**src/design/rgbled_pkg.sv**
```systemverilog
package rgbled_pkg;

	localparam int unsigned CFG_IDX_W  = 3;
	localparam int unsigned CFG_DATA_W = 16;
	localparam int unsigned COLOR_W    = 24;
	localparam int unsigned BITS_W     = 5;
	localparam int unsigned TICK_W     = 16;

	localparam logic [BITS_W-1:0] BITS_PER_PIXEL = 5'd24;

	// register indexes on the configuration port
	localparam logic [CFG_IDX_W-1:0] REG_ZERO_HIGH = 3'd0;
	localparam logic [CFG_IDX_W-1:0] REG_ZERO_LOW  = 3'd1;
	localparam logic [CFG_IDX_W-1:0] REG_ONE_HIGH  = 3'd2;
	localparam logic [CFG_IDX_W-1:0] REG_ONE_LOW   = 3'd3;
	localparam logic [CFG_IDX_W-1:0] REG_LATCH     = 3'd4;

	localparam logic [7:0]        RST_ZERO_HIGH = 8'd18;
	localparam logic [7:0]        RST_ZERO_LOW  = 8'd40;
	localparam logic [7:0]        RST_ONE_HIGH  = 8'd35;
	localparam logic [7:0]        RST_ONE_LOW   = 8'd30;
	localparam logic [TICK_W-1:0] RST_LATCH     = 16'd2600;

	typedef enum logic [1:0] {
		PH_IDLE  = 2'd0,
		PH_HIGH  = 2'd1,
		PH_LOW   = 2'd2,
		PH_LATCH = 2'd3
	} phase_t;

	typedef struct packed {
		logic [7:0]        zero_high;
		logic [7:0]        zero_low;
		logic [7:0]        one_high;
		logic [7:0]        one_low;
		logic [TICK_W-1:0] latch;
	} cfg_t;

	typedef struct packed {
		logic line_level;
		logic ready_res;
		logic accepted;
		logic frame_done;
	} res_t;

	// a zero count still lasts one tick
	function automatic logic [TICK_W-1:0] at_least_one(input logic [TICK_W-1:0] v);
		return (v == '0) ? TICK_W'(1) : v;
	endfunction

endpackage

```
**src/design/rgbled_cfg_regs.sv**
```systemverilog
module rgbled_cfg_regs (
	input  logic                                 clk,
	input  logic                                 arst_n,
	input  logic                                 cfg_we,
	input  logic [rgbled_pkg::CFG_IDX_W-1:0]     cfg_index,
	input  logic [rgbled_pkg::CFG_DATA_W-1:0]    cfg_data,
	output rgbled_pkg::cfg_t                     cfg
);

	rgbled_pkg::cfg_t cfg_q;

	always_ff @(posedge clk or negedge arst_n) begin
		if (!arst_n) begin
			cfg_q.zero_high <= rgbled_pkg::RST_ZERO_HIGH;
			cfg_q.zero_low  <= rgbled_pkg::RST_ZERO_LOW;
			cfg_q.one_high  <= rgbled_pkg::RST_ONE_HIGH;
			cfg_q.one_low   <= rgbled_pkg::RST_ONE_LOW;
			cfg_q.latch     <= rgbled_pkg::RST_LATCH;
		end else if (cfg_we) begin
			case (cfg_index)
				rgbled_pkg::REG_ZERO_HIGH: cfg_q.zero_high <= cfg_data[7:0];
				rgbled_pkg::REG_ZERO_LOW:  cfg_q.zero_low  <= cfg_data[7:0];
				rgbled_pkg::REG_ONE_HIGH:  cfg_q.one_high  <= cfg_data[7:0];
				rgbled_pkg::REG_ONE_LOW:   cfg_q.one_low   <= cfg_data[7:0];
				rgbled_pkg::REG_LATCH:     cfg_q.latch     <= cfg_data;
				default: ; // drop writes to unused indexes
			endcase
		end
	end

	assign cfg = cfg_q;

endmodule

```
**src/design/rgbled_core.sv**
```systemverilog
module rgbled_core (
	input  logic                clk,
	input  logic                arst_n,
	input  logic                fire,
	input  logic                req_type,
	input  logic [7:0]          red,
	input  logic [7:0]          green,
	input  logic [7:0]          blue,
	input  logic                end_of_frame,
	input  rgbled_pkg::cfg_t    cfg,
	output rgbled_pkg::res_t    res
);

	rgbled_pkg::phase_t                    phase_q, phase_d;
	logic [rgbled_pkg::COLOR_W-1:0]        color_shift_q, color_shift_d;
	logic [rgbled_pkg::BITS_W-1:0]         bits_left_q, bits_left_d;
	logic [rgbled_pkg::TICK_W-1:0]         tick_count_q, tick_count_d;
	logic                                  latch_pending_q, latch_pending_d;

	logic [rgbled_pkg::TICK_W-1:0]         tick_dec;
	logic [rgbled_pkg::COLOR_W-1:0]        shifted;
	logic [rgbled_pkg::BITS_W-1:0]         bits_dec;
	logic [rgbled_pkg::COLOR_W-1:0]        new_color;
	logic [rgbled_pkg::TICK_W-1:0]         high_new, high_shifted, low_cur;
	logic                                  accepted, done;

	always_ff @(posedge clk or negedge arst_n) begin
		if (!arst_n) begin
			phase_q         <= rgbled_pkg::PH_IDLE;
			color_shift_q   <= '0;
			bits_left_q     <= '0;
			tick_count_q    <= '0;
			latch_pending_q <= 1'b0;
		end else if (fire) begin
			phase_q         <= phase_d;
			color_shift_q   <= color_shift_d;
			bits_left_q     <= bits_left_d;
			tick_count_q    <= tick_count_d;
			latch_pending_q <= latch_pending_d;
		end
	end

	always_comb begin
		tick_dec  = (tick_count_q != '0) ? tick_count_q - rgbled_pkg::TICK_W'(1) : '0;
		shifted   = {color_shift_q[rgbled_pkg::COLOR_W-2:0], 1'b0};
		bits_dec  = (bits_left_q != '0) ? bits_left_q - rgbled_pkg::BITS_W'(1) : '0;
		new_color = {green, red, blue};

		high_new     = rgbled_pkg::at_least_one(rgbled_pkg::TICK_W'(
			new_color[rgbled_pkg::COLOR_W-1] ? cfg.one_high : cfg.zero_high));
		high_shifted = rgbled_pkg::at_least_one(rgbled_pkg::TICK_W'(
			shifted[rgbled_pkg::COLOR_W-1] ? cfg.one_high : cfg.zero_high));
		low_cur      = rgbled_pkg::at_least_one(rgbled_pkg::TICK_W'(
			color_shift_q[rgbled_pkg::COLOR_W-1] ? cfg.one_low : cfg.zero_low));

		phase_d         = phase_q;
		color_shift_d   = color_shift_q;
		bits_left_d     = bits_left_q;
		tick_count_d    = tick_count_q;
		latch_pending_d = latch_pending_q;
		accepted        = 1'b0;
		done            = 1'b0;

		if (!req_type) begin
			if (phase_q == rgbled_pkg::PH_IDLE) begin
				color_shift_d   = new_color;
				bits_left_d     = rgbled_pkg::BITS_PER_PIXEL;
				latch_pending_d = end_of_frame;
				phase_d         = rgbled_pkg::PH_HIGH;
				tick_count_d    = high_new;
				accepted        = 1'b1;
			end
		end else if (phase_q != rgbled_pkg::PH_IDLE) begin
			tick_count_d = tick_dec;
			if (tick_dec == '0) begin
				case (phase_q)
					rgbled_pkg::PH_HIGH: begin
						phase_d      = rgbled_pkg::PH_LOW;
						tick_count_d = low_cur;
					end
					rgbled_pkg::PH_LOW: begin
						color_shift_d = shifted;
						bits_left_d   = bits_dec;
						if (bits_dec != '0) begin
							phase_d      = rgbled_pkg::PH_HIGH;
							tick_count_d = high_shifted;
						end else if (latch_pending_q) begin
							latch_pending_d = 1'b0;
							phase_d         = rgbled_pkg::PH_LATCH;
							tick_count_d    = rgbled_pkg::at_least_one(cfg.latch);
						end else begin
							phase_d = rgbled_pkg::PH_IDLE;
						end
					end
					default: begin
						phase_d = rgbled_pkg::PH_IDLE;
						done    = 1'b1;
					end
				endcase
			end
		end

		res.line_level = (phase_d == rgbled_pkg::PH_HIGH);
		res.ready_res  = (phase_d == rgbled_pkg::PH_IDLE);
		res.accepted   = accepted;
		res.frame_done = done;
	end

endmodule

```
**src/design/rgb_led_one_wire_serializer_unit.sv**
```systemverilog
// One-wire RGB LED serializer: pixel and tick items in, one line-state result per item.
// An input transfer passes through the input register, then the result register, which drives the output.
// Throughput: one item per cycle while out_stall is low; the state update is a single
// pass of logic between the input register and the result register.
// Reset (arst_n low, asynchronous): pipeline empty, serializer phase idle, timing
// registers back to their defaults.
module rgb_led_one_wire_serializer_unit (
	input  logic                               clk,
	input  logic                               arst_n,
	// input channel
	input  logic                               in_valid,
	output logic                               in_stall,
	input  logic                               req_type,
	input  logic [7:0]                         red,
	input  logic [7:0]                         green,
	input  logic [7:0]                         blue,
	input  logic                               end_of_frame,
	// result channel
	output logic                               out_valid,
	input  logic                               out_stall,
	output logic                               line_level,
	output logic                               ready_res,
	output logic                               accepted,
	output logic                               frame_done,
	// configuration write port
	input  logic                               cfg_we,
	input  logic [rgbled_pkg::CFG_IDX_W-1:0]   cfg_index,
	input  logic [rgbled_pkg::CFG_DATA_W-1:0]  cfg_data
);

	// input register (stage 1)
	logic       valid_s1;
	logic       req_type_s1;
	logic [7:0] red_s1, green_s1, blue_s1;
	logic       eof_s1;

	// result register (stage 2)
	logic             valid_s2;
	rgbled_pkg::res_t res_s2;

	rgbled_pkg::cfg_t cfg;
	rgbled_pkg::res_t res;

	logic advance;   // result register free to take a new result
	logic fire;      // stage 1 item is processed this cycle
	logic in_xfer;

	assign advance  = !valid_s2 || !out_stall;
	assign fire     = valid_s1 && advance;
	assign in_stall = valid_s1 && !advance;
	assign in_xfer  = in_valid && !in_stall;

	// Control for stage 1: hold the item while the result side is stalled.
	always_ff @(posedge clk or negedge arst_n) begin
		if (!arst_n) begin
			valid_s1 <= 1'b0;
		end else if (in_xfer) begin
			valid_s1 <= 1'b1;
		end else if (fire) begin
			valid_s1 <= 1'b0;
		end
	end

	// Payload of stage 1 needs no reset.
	always_ff @(posedge clk) begin
		if (in_xfer) begin
			req_type_s1 <= req_type;
			red_s1      <= red;
			green_s1    <= green;
			blue_s1     <= blue;
			eof_s1      <= end_of_frame;
		end
	end

	rgbled_cfg_regs u_cfg (
		.clk       (clk),
		.arst_n    (arst_n),
		.cfg_we    (cfg_we),
		.cfg_index (cfg_index),
		.cfg_data  (cfg_data),
		.cfg       (cfg)
	);

	// Serializer state and next-state logic; state advances only on fire.
	rgbled_core u_core (
		.clk          (clk),
		.arst_n       (arst_n),
		.fire         (fire),
		.req_type     (req_type_s1),
		.red          (red_s1),
		.green        (green_s1),
		.blue         (blue_s1),
		.end_of_frame (eof_s1),
		.cfg          (cfg),
		.res          (res)
	);

	// Result register: load on fire, hold while the consumer stalls.
	always_ff @(posedge clk or negedge arst_n) begin
		if (!arst_n) begin
			valid_s2 <= 1'b0;
		end else if (advance) begin
			valid_s2 <= fire;
		end
	end

	always_ff @(posedge clk) begin
		if (fire) begin
			res_s2 <= res;
		end
	end

	assign out_valid  = valid_s2;
	assign line_level = res_s2.line_level;
	assign ready_res  = res_s2.ready_res;
	assign accepted   = res_s2.accepted;
	assign frame_done = res_s2.frame_done;

endmodule

```
**config.mk**
```make
export PLATFORM = sky130hd
export DESIGN_NAME = rgb_led_one_wire_serializer_unit
export DESIGN_NICKNAME = d
export VERILOG_FILES = /design/src/design/rgbled_pkg.sv /design/src/design/rgbled_cfg_regs.sv /design/src/design/rgbled_core.sv /design/src/design/rgb_led_one_wire_serializer_unit.sv
export SDC_FILE = /design/constraint.sdc
export NUM_CORES = 1
export LEC_CHECK = 0
export BUFFER_PORTS_ARGS = -buffer_cell sky130_fd_sc_hd__buf_2
export CORE_UTILIZATION = 45
export DETAILED_ROUTE_END_ITERATION = 10
export PLACE_DENSITY = 0.7
export SKIP_CTS_REPAIR_TIMING = 1
export SLEW_MARGIN = 40
export SYNTH_ARGS = -nofsm -noshare
export SYNTH_HDL_FRONTEND = slang
export SYNTH_SLANG_ARGS = --single-unit
```
**constraint.sdc**
```tcl
create_clock -name clk -period 8.8 [get_ports clk]
set_input_delay 0.88 -clock clk [delete_from_list [all_inputs] [get_ports clk]]
set_output_delay 0.88 -clock clk [all_outputs]
set_load 0.1 [all_outputs]
```
# After elaboration in Yosys (flattened, before gate mapping)

Index checks and enable logic that the tools add are counted.

Shift operators: 0
Muxes and demuxes: 43
Add/sub/neg operators: 2
Bitwise gates (word level): 0
Divide/modulo/power cells: 0
Magnitude comparators: 0
Equal/unequal tests: 11
Reduce and logical (&&, ||, !) cells: 32
Multiply operators: 0

Operators by type and width:

| cell                                                                  | number |
|---|---|
| 16-bit 2-to-1 mux                                                     | 11 |
| 24-bit 2-to-1 mux                                                     | 5 |
| 16-bit zero test                                                      | 5 |
| 16-bit case mux with 2 select lines                                   | 1 |
| 5-bit 2-to-1 mux                                                      | 6 |
| 8-bit 2-to-1 mux                                                      | 3 |
| 16-bit nonzero test                                                   | 1 |
| 16-bit by 1-bit subtractor with 16-bit output, second input constant  | 1 |
| 2-bit 2-to-1 mux                                                      | 6 |
| 1-bit 2-to-1 mux                                                      | 10 |
| 2-bit AND reduction                                                   | 5 |
| 5-bit nonzero test                                                    | 2 |
| 3-bit by 2-bit equality test with 1-bit output, second input constant | 2 |
| 2-bit by 1-bit != test with 1-bit output, second input constant       | 3 |
| 3-bit AND reduction                                                   | 2 |
| 6-bit AND reduction                                                   | 1 |
| 2-bit nonzero test                                                    | 3 |
| 5-bit AND reduction                                                   | 1 |
| 5-bit by 1-bit subtractor with 5-bit output, second input constant    | 1 |
| 2-bit by 1-bit equality test with 1-bit output, second input constant | 2 |
| 1-bit zero test                                                       | 4 |
| 2-bit zero test                                                       | 2 |
| 2-bit case mux with 2 select lines                                    | 1 |
| 3-bit by 1-bit equality test with 1-bit output, second input constant | 1 |
| 7 further kinds                                                       | 9 |

Memory bits (writable): 0
Memories kept: 0
Memory bits (read-only): 0
Word-level logic and storage cells: 109
Register bits: 128
Latch bits: 0

# Longest topological paths before layout

Word-level depth: 9
Depth in mapped cells: 12
Mapped depth without buffers: 10

# Modules after synthesis

A second synthesis with hierarchy kept.

Cell total of the unflattened synthesis: 584
Area total of the unflattened synthesis: 6,909.1 um^2

By module, submodules not included:

| module                           | area an instance (um^2) | times used | cells an instance | sequential area each (um^2) |
|---|---|---|---|---|
| rgbled_core                      | 4,063.9                 | 1          | 441               | 1,201.2 |
| rgbled_cfg_regs                  | 1,851.8                 | 1          | 105               | 1,219.9 |
| rgb_led_one_wire_serializer_unit | 993.5                   | 1          | 38                | 950.9 |

# Worst setup path before layout

No wires, ideal clock.

Path kind: register to register
From: register u_core.tick_count_q[0] (netlist name)
To: register u_core.color_shift_q[10] (netlist name)
Path buffers: 3
Period minus slack after synthesis: 3,132 ps
Slack: 5,668 ps
Required time: 8,675 ps
Stages on the path, launching flop included: 13
Arrival time: 3,007 ps
Cell sequence: dfrtp_1 -> clkbuf_1 -> inv_1 -> ha_1 -> or3b_2 -> clkbuf_1 -> or4_4 -> a21oi_2 -> o211ai_2 -> o21ai_2 -> o21ai_4 -> buf_6 -> mux2_4

Cells in the longest elaborated chain, start to end: 5
Elaborated cells on any way between the ends: 6
Classes of those cells: 1 x add/sub; 1 x eq/ne; 1 x mux; 3 x reduce/logical

Ends and longest elaborated chain:

| what                                                                                        | line              | source |
|---|---|---|
| start: declaration                                                                          | rgbled_core.sv:17 | `logic [rgbled_pkg::TICK_W-1:0] tick_count_q, tick_count_d;` |
| start signal: assignment                                                                    | rgbled_core.sv:38 | `tick_count_q <= tick_count_d;` |
| 16-bit by 1-bit subtractor with 16-bit output / 16-bit nonzero test (equally long branches) | rgbled_core.sv:44 | `tick_dec = (tick_count_q != '0) ? tick_count_q - rgbled_pkg::TICK_W'(1) : '0;` |
| 16-bit 2-to-1 mux *                                                                         | rgbled_core.sv:44 |  |
| 16-bit zero test *                                                                          | rgbled_core.sv:75 | `if (tick_dec == '0) begin` |
| 2-bit by 1-bit != test with 1-bit output (no source line) *                                 | -                 |  |
| 5-bit AND reduction (no source line) *                                                      | -                 |  |
| end signal: assignment                                                                      | rgbled_core.sv:36 | `color_shift_q <= color_shift_d;` |
| end: declaration                                                                            | rgbled_core.sv:15 | `logic [rgbled_pkg::COLOR_W-1:0] color_shift_q, color_shift_d;` |

Every way passes the cells marked *; elsewhere a longest branch is shown, timed or not.
A chain may end at the register's enable or synchronous reset.

# Worst setup path after layout

From: register u_core.tick_count_q[0] (netlist name)
To: register u_core.color_shift_q[22] (netlist name)

Same word-level chain as after synthesis.

==> results by group <==
Outcome
  – Status: completed

Timing
  – Clock Skews: 0.00733 ns
  – Slew HR: 0.463
  – Unrepaired setup endpoints after global routing: false
  – Final setup fails: 0
  – Achievable Freq: 287 MHz
  – Worst slew pin tran: 0.804 ns
  – Post-route minimum period: 3.48 ns
  – Final worst path period share: 0.395
  – Slew Limit Fails: 0
  – Final hold vios: 0
  – Total negative slack: 0 ns

Die
  – Die area: 15300 sq um
  – I/O pin total: 56
  – Num rows: 44
  – Die height: 124 um
  – Die width: 124 um
  – Core region area: 14500 sq um
  – Initial Utilization: 0.461

Finish
  – Share of layout cells above drive strength 1: 0.370
  – Antenna cell count: 0
  – Final Cell Area: 7710 sq um
  – Final non-filler cell total: 806
  – Fin nets: 668
  – Area growth, synth to finish: 15.6%

Synthesis
  – Syn Std Cell Area: 6670 sq um
  – Syn_area_per_cell: 12.0 sq um
  – Post-synthesis sequential area ratio: 0.506
  – Number of enable flip-flop cells after synthesis: 30
  – Post-synth ARST share: 0.766
  – Syn nets: 614
  – Register bit count reported by yosys: 128
  – Synth warn: 0
  – Most used flip-flop cell after synthesis: dfrtp_1
  – Syn Inst Count: 555
  – Count of cell types in the netlist: 64

Critical path
  – Reg2reg end: u_core.color_shift_q[22]
  – Crit path largest cell delay: 0.55 ns
  – WS Path Type: reg -> reg
  – CP startpoint kind: flip-flop
  – Ordered list of cells on the worst path: inv_1 -> ha_1 -> or3b_2 -> or4_4 -> a21oi_2 -> o211ai_2 -> o21ai_2 -> o21ai_4 -> buf_8 -> buf_8 -> mux2_4
  – Crit Path Max Fanout: 12
  – CP dominant cell by count: buf_8
  – Critical path launch point: u_core.tick_count_q[0]
  – Worst setup path endpoint: u_core.color_shift_q[22]
  – Setup slack, reg-to-reg: 5.32 ns
  – Worst Path Required: 9.10 ns
  – CP arrival: 3.78 ns
  – Slowest CP cell: or3b_2
  – Reg2Reg Depth: 11
  – Crit. End Element: flip-flop
  – R2r startpoint: u_core.tick_count_q[0]

Placed design
  – Placed cells: 774
  – Hpwl dp: 10000 um
  – Routability Congestion: 0.922
  – Placed Area: 7130 sq um
  – Port bufs: 55

Run
  – Max_cap viols: 0

CTS
  – Maximum clock insertion buffer count: 2
  – Root Buffer: clkbuf_16
  – CTS tree: built
  – Clock Latency Late Sink: 0.42 ns
  – Clock sink total: 128
  – CTS clock-pin slew for the worst setup and hold paths: 0.06 ns
  – CTS Buf Count: 17
  – H-tree level count: 4

Global routing
  – Grt total ovfl: 0
  – Vias in the first global route: 4749
  – Global-route wire length before repair: 24100 um
  – Initial antenna violation count: 0
  – Gr usage total: 0.207
  – Largest net degree at the start of global routing: 52

Detailed routing
  – DRC violations left: 0
  – Iteration-0 DRC Markers: 316
  – DR WL/cell: 18.0 um
  – Final antenna-violating net count: 0
  – Via-to-Cell Ratio: 5.79
  – Vias: 4666
  – Final wirelength: 14500 um
  – First-pass iteration count of the detailed router: 5

Power and ir drop
  – PD cells: 301 nW/um^2
  – Peak supply drop: 174 uV
  – Leak: 3.28 nW

Hold path
  – Hold Crit Class: in -> async
## cells in the mapped netlist (all sizes together) (3+ instances only)
library cell	n	area, sq um
dfrtp	83	2080
edfxtp	30	901
inv	15	56.3
and2	3	18.8
o31ai	3	22.5
nand4	6	37.5
ha	9	113
or4	5	41.3
clkbuf	20	75.1
a31oi	10	62.6
nor3	21	105
mux2i	14	140
nand3	10	50.1
xnor2	4	35.0
a21oi	25	140
a22o	4	35.0
dfstp	15	394
a21o	10	75.1
a31o	3	26.3
buf	8	62.6
a221o	5	50.1
nor2	13	48.8
nor2b	6	37.5
nand2b	6	37.5
nand3b	9	67.6
nor3b	4	35.0
nand2	38	143
nor4	13	81.3
or3	5	31.3
o211ai	7	57.6
mux2	107	1270
a211oi	3	22.5
o21ai	16	95.1
## power breakdown
group / internal, mW / leakage [nW] / switching, mW
combinational: 0.355 / 1.55 / 0.339
clock: 0.440 / 0.277 / 0.254
sequential: 0.776 / 1.45 / 0.159
total: 1.57 / 3.28 / 0.752
## cell families (layout without fill, tap and decap cells)
family | Yosys count | after routing | share of synthesized area
xor+xnor | 6 | 6 | 0.00788
flops | 128 | 128 | 0.506
fa+ha+maj | 9 | 9 | 0.0169
simple gates | 147 | 147 | 0.121
compound gates | 101 | 101 | 0.108
buf+inv | 43 | 110 | 0.0291
mux | 121 | 121 | 0.211
## layer usage
metal | share of wire | GRT usage | up-vias
met5 | 0 | 0 | -
met4 | 0.017 | 0.0693 | 0
met3 | 0.035 | 0.0371 | 21
met2 | 0.50 | 0.349 | 108
met1 | 0.44 | 0.268 | 2341
li1 | - | - | 2196
## placed cells by master, fill, tap and decap left out, types with 5 or more instances in the layout
master     Yosys  layout
ha_1           9       9
nand4_1        6       6
nor4_1        13      13
inv_1         15      15
o21ai_0       14      14
buf_2          2      54
nand3_1       10      10
dfrtp_1       83      83
mux2i_1       14      14
dfstp_2       15      15
nand2_1       38      38
o211ai_1       6       6
nor2_1        13      13
nand2b_1       6       6
nand3b_1       9       9
nor2b_1        6       6
a31oi_1       10      10
or3_1          5       5
clkbuf_16      0      17
a21oi_1       23      23
a221o_1        5       5
nor3_1        21      20
buf_4          0       7
a21o_1        10      10
mux2_2        90      90
mux2_4        17      17
edfxtp_1      30      30
## state kept, by name, indices dropped and copies added, names as in the netlist
signal	cells
red_s1	8
valid_s1	1
u_core.tick_count_q	16
line_level	1
ready_res	1
eof_s1	1
frame_done	1
accepted	1
u_core.color_shift_q	24
u_core.latch_pending_q	1
req_type_s1	1
u_core.bits_left_q	5
out_valid	1
blue_s1	8
green_s1	8
u_cfg.cfg	48
u_core.phase_q	2
## worst max-delay path, delay by kind of cell, from the launching register on
family | cells | cell delay [ns]
and+or+nand+nor | 2 | 0.99
adders and majority gates | 1 | 0.25
AOI/OAI and AO/OA | 4 | 0.86
DFF | 1 | 0.45
muxes | 1 | 0.30
buffers and inverters | 3 | 0.51
## worst min-delay path by stage
stage	slack, ns	startpoint	end
finish	0.47	arst_n	u_core.color_shift_q[18]
global route	0.50	blue_s1[0]	u_core.color_shift_q[0]
CTS	0.48	arst_n	u_cfg.cfg[30]
detailed placement	0.48	blue_s1[0]	u_core.color_shift_q[0]
global placement	0.47	valid_s1	out_valid
floorplan	0.44	blue_s1[0]	u_core.color_shift_q[0]
## stage by stage
| step | worst slack (ns) | util | hold WS [ns] | power, mW |
|---|---|---|---|---|
| 3_3_place_gp | 5.34 | 0.490 | 0.468 | 1.60 |
| 2_1_floorplan | 5.67 | - | 0.443 | 1.46 |
| 3_5_place_dp | 5.34 | 0.492 | 0.484 | 1.63 |
| 4_1_cts | 5.31 | 0.533 | 0.482 | 2.33 |
| 6_report | 5.32 | 0.533 | 0.466 | 2.32 |
| 5_1_grt | 5.01 | 0.533 | 0.501 | 2.45 |
## final cells by class
type	instances	area, sq um
inverters	15	56.3
fillers	1235	6770
flip-flops and latches	128	3370
well taps	184	230
clock inverters	8	103
clock buffers	24	482
multi-input cells	384	3120
repair buffers	63	353
Power figures use the tool's default switching activity.
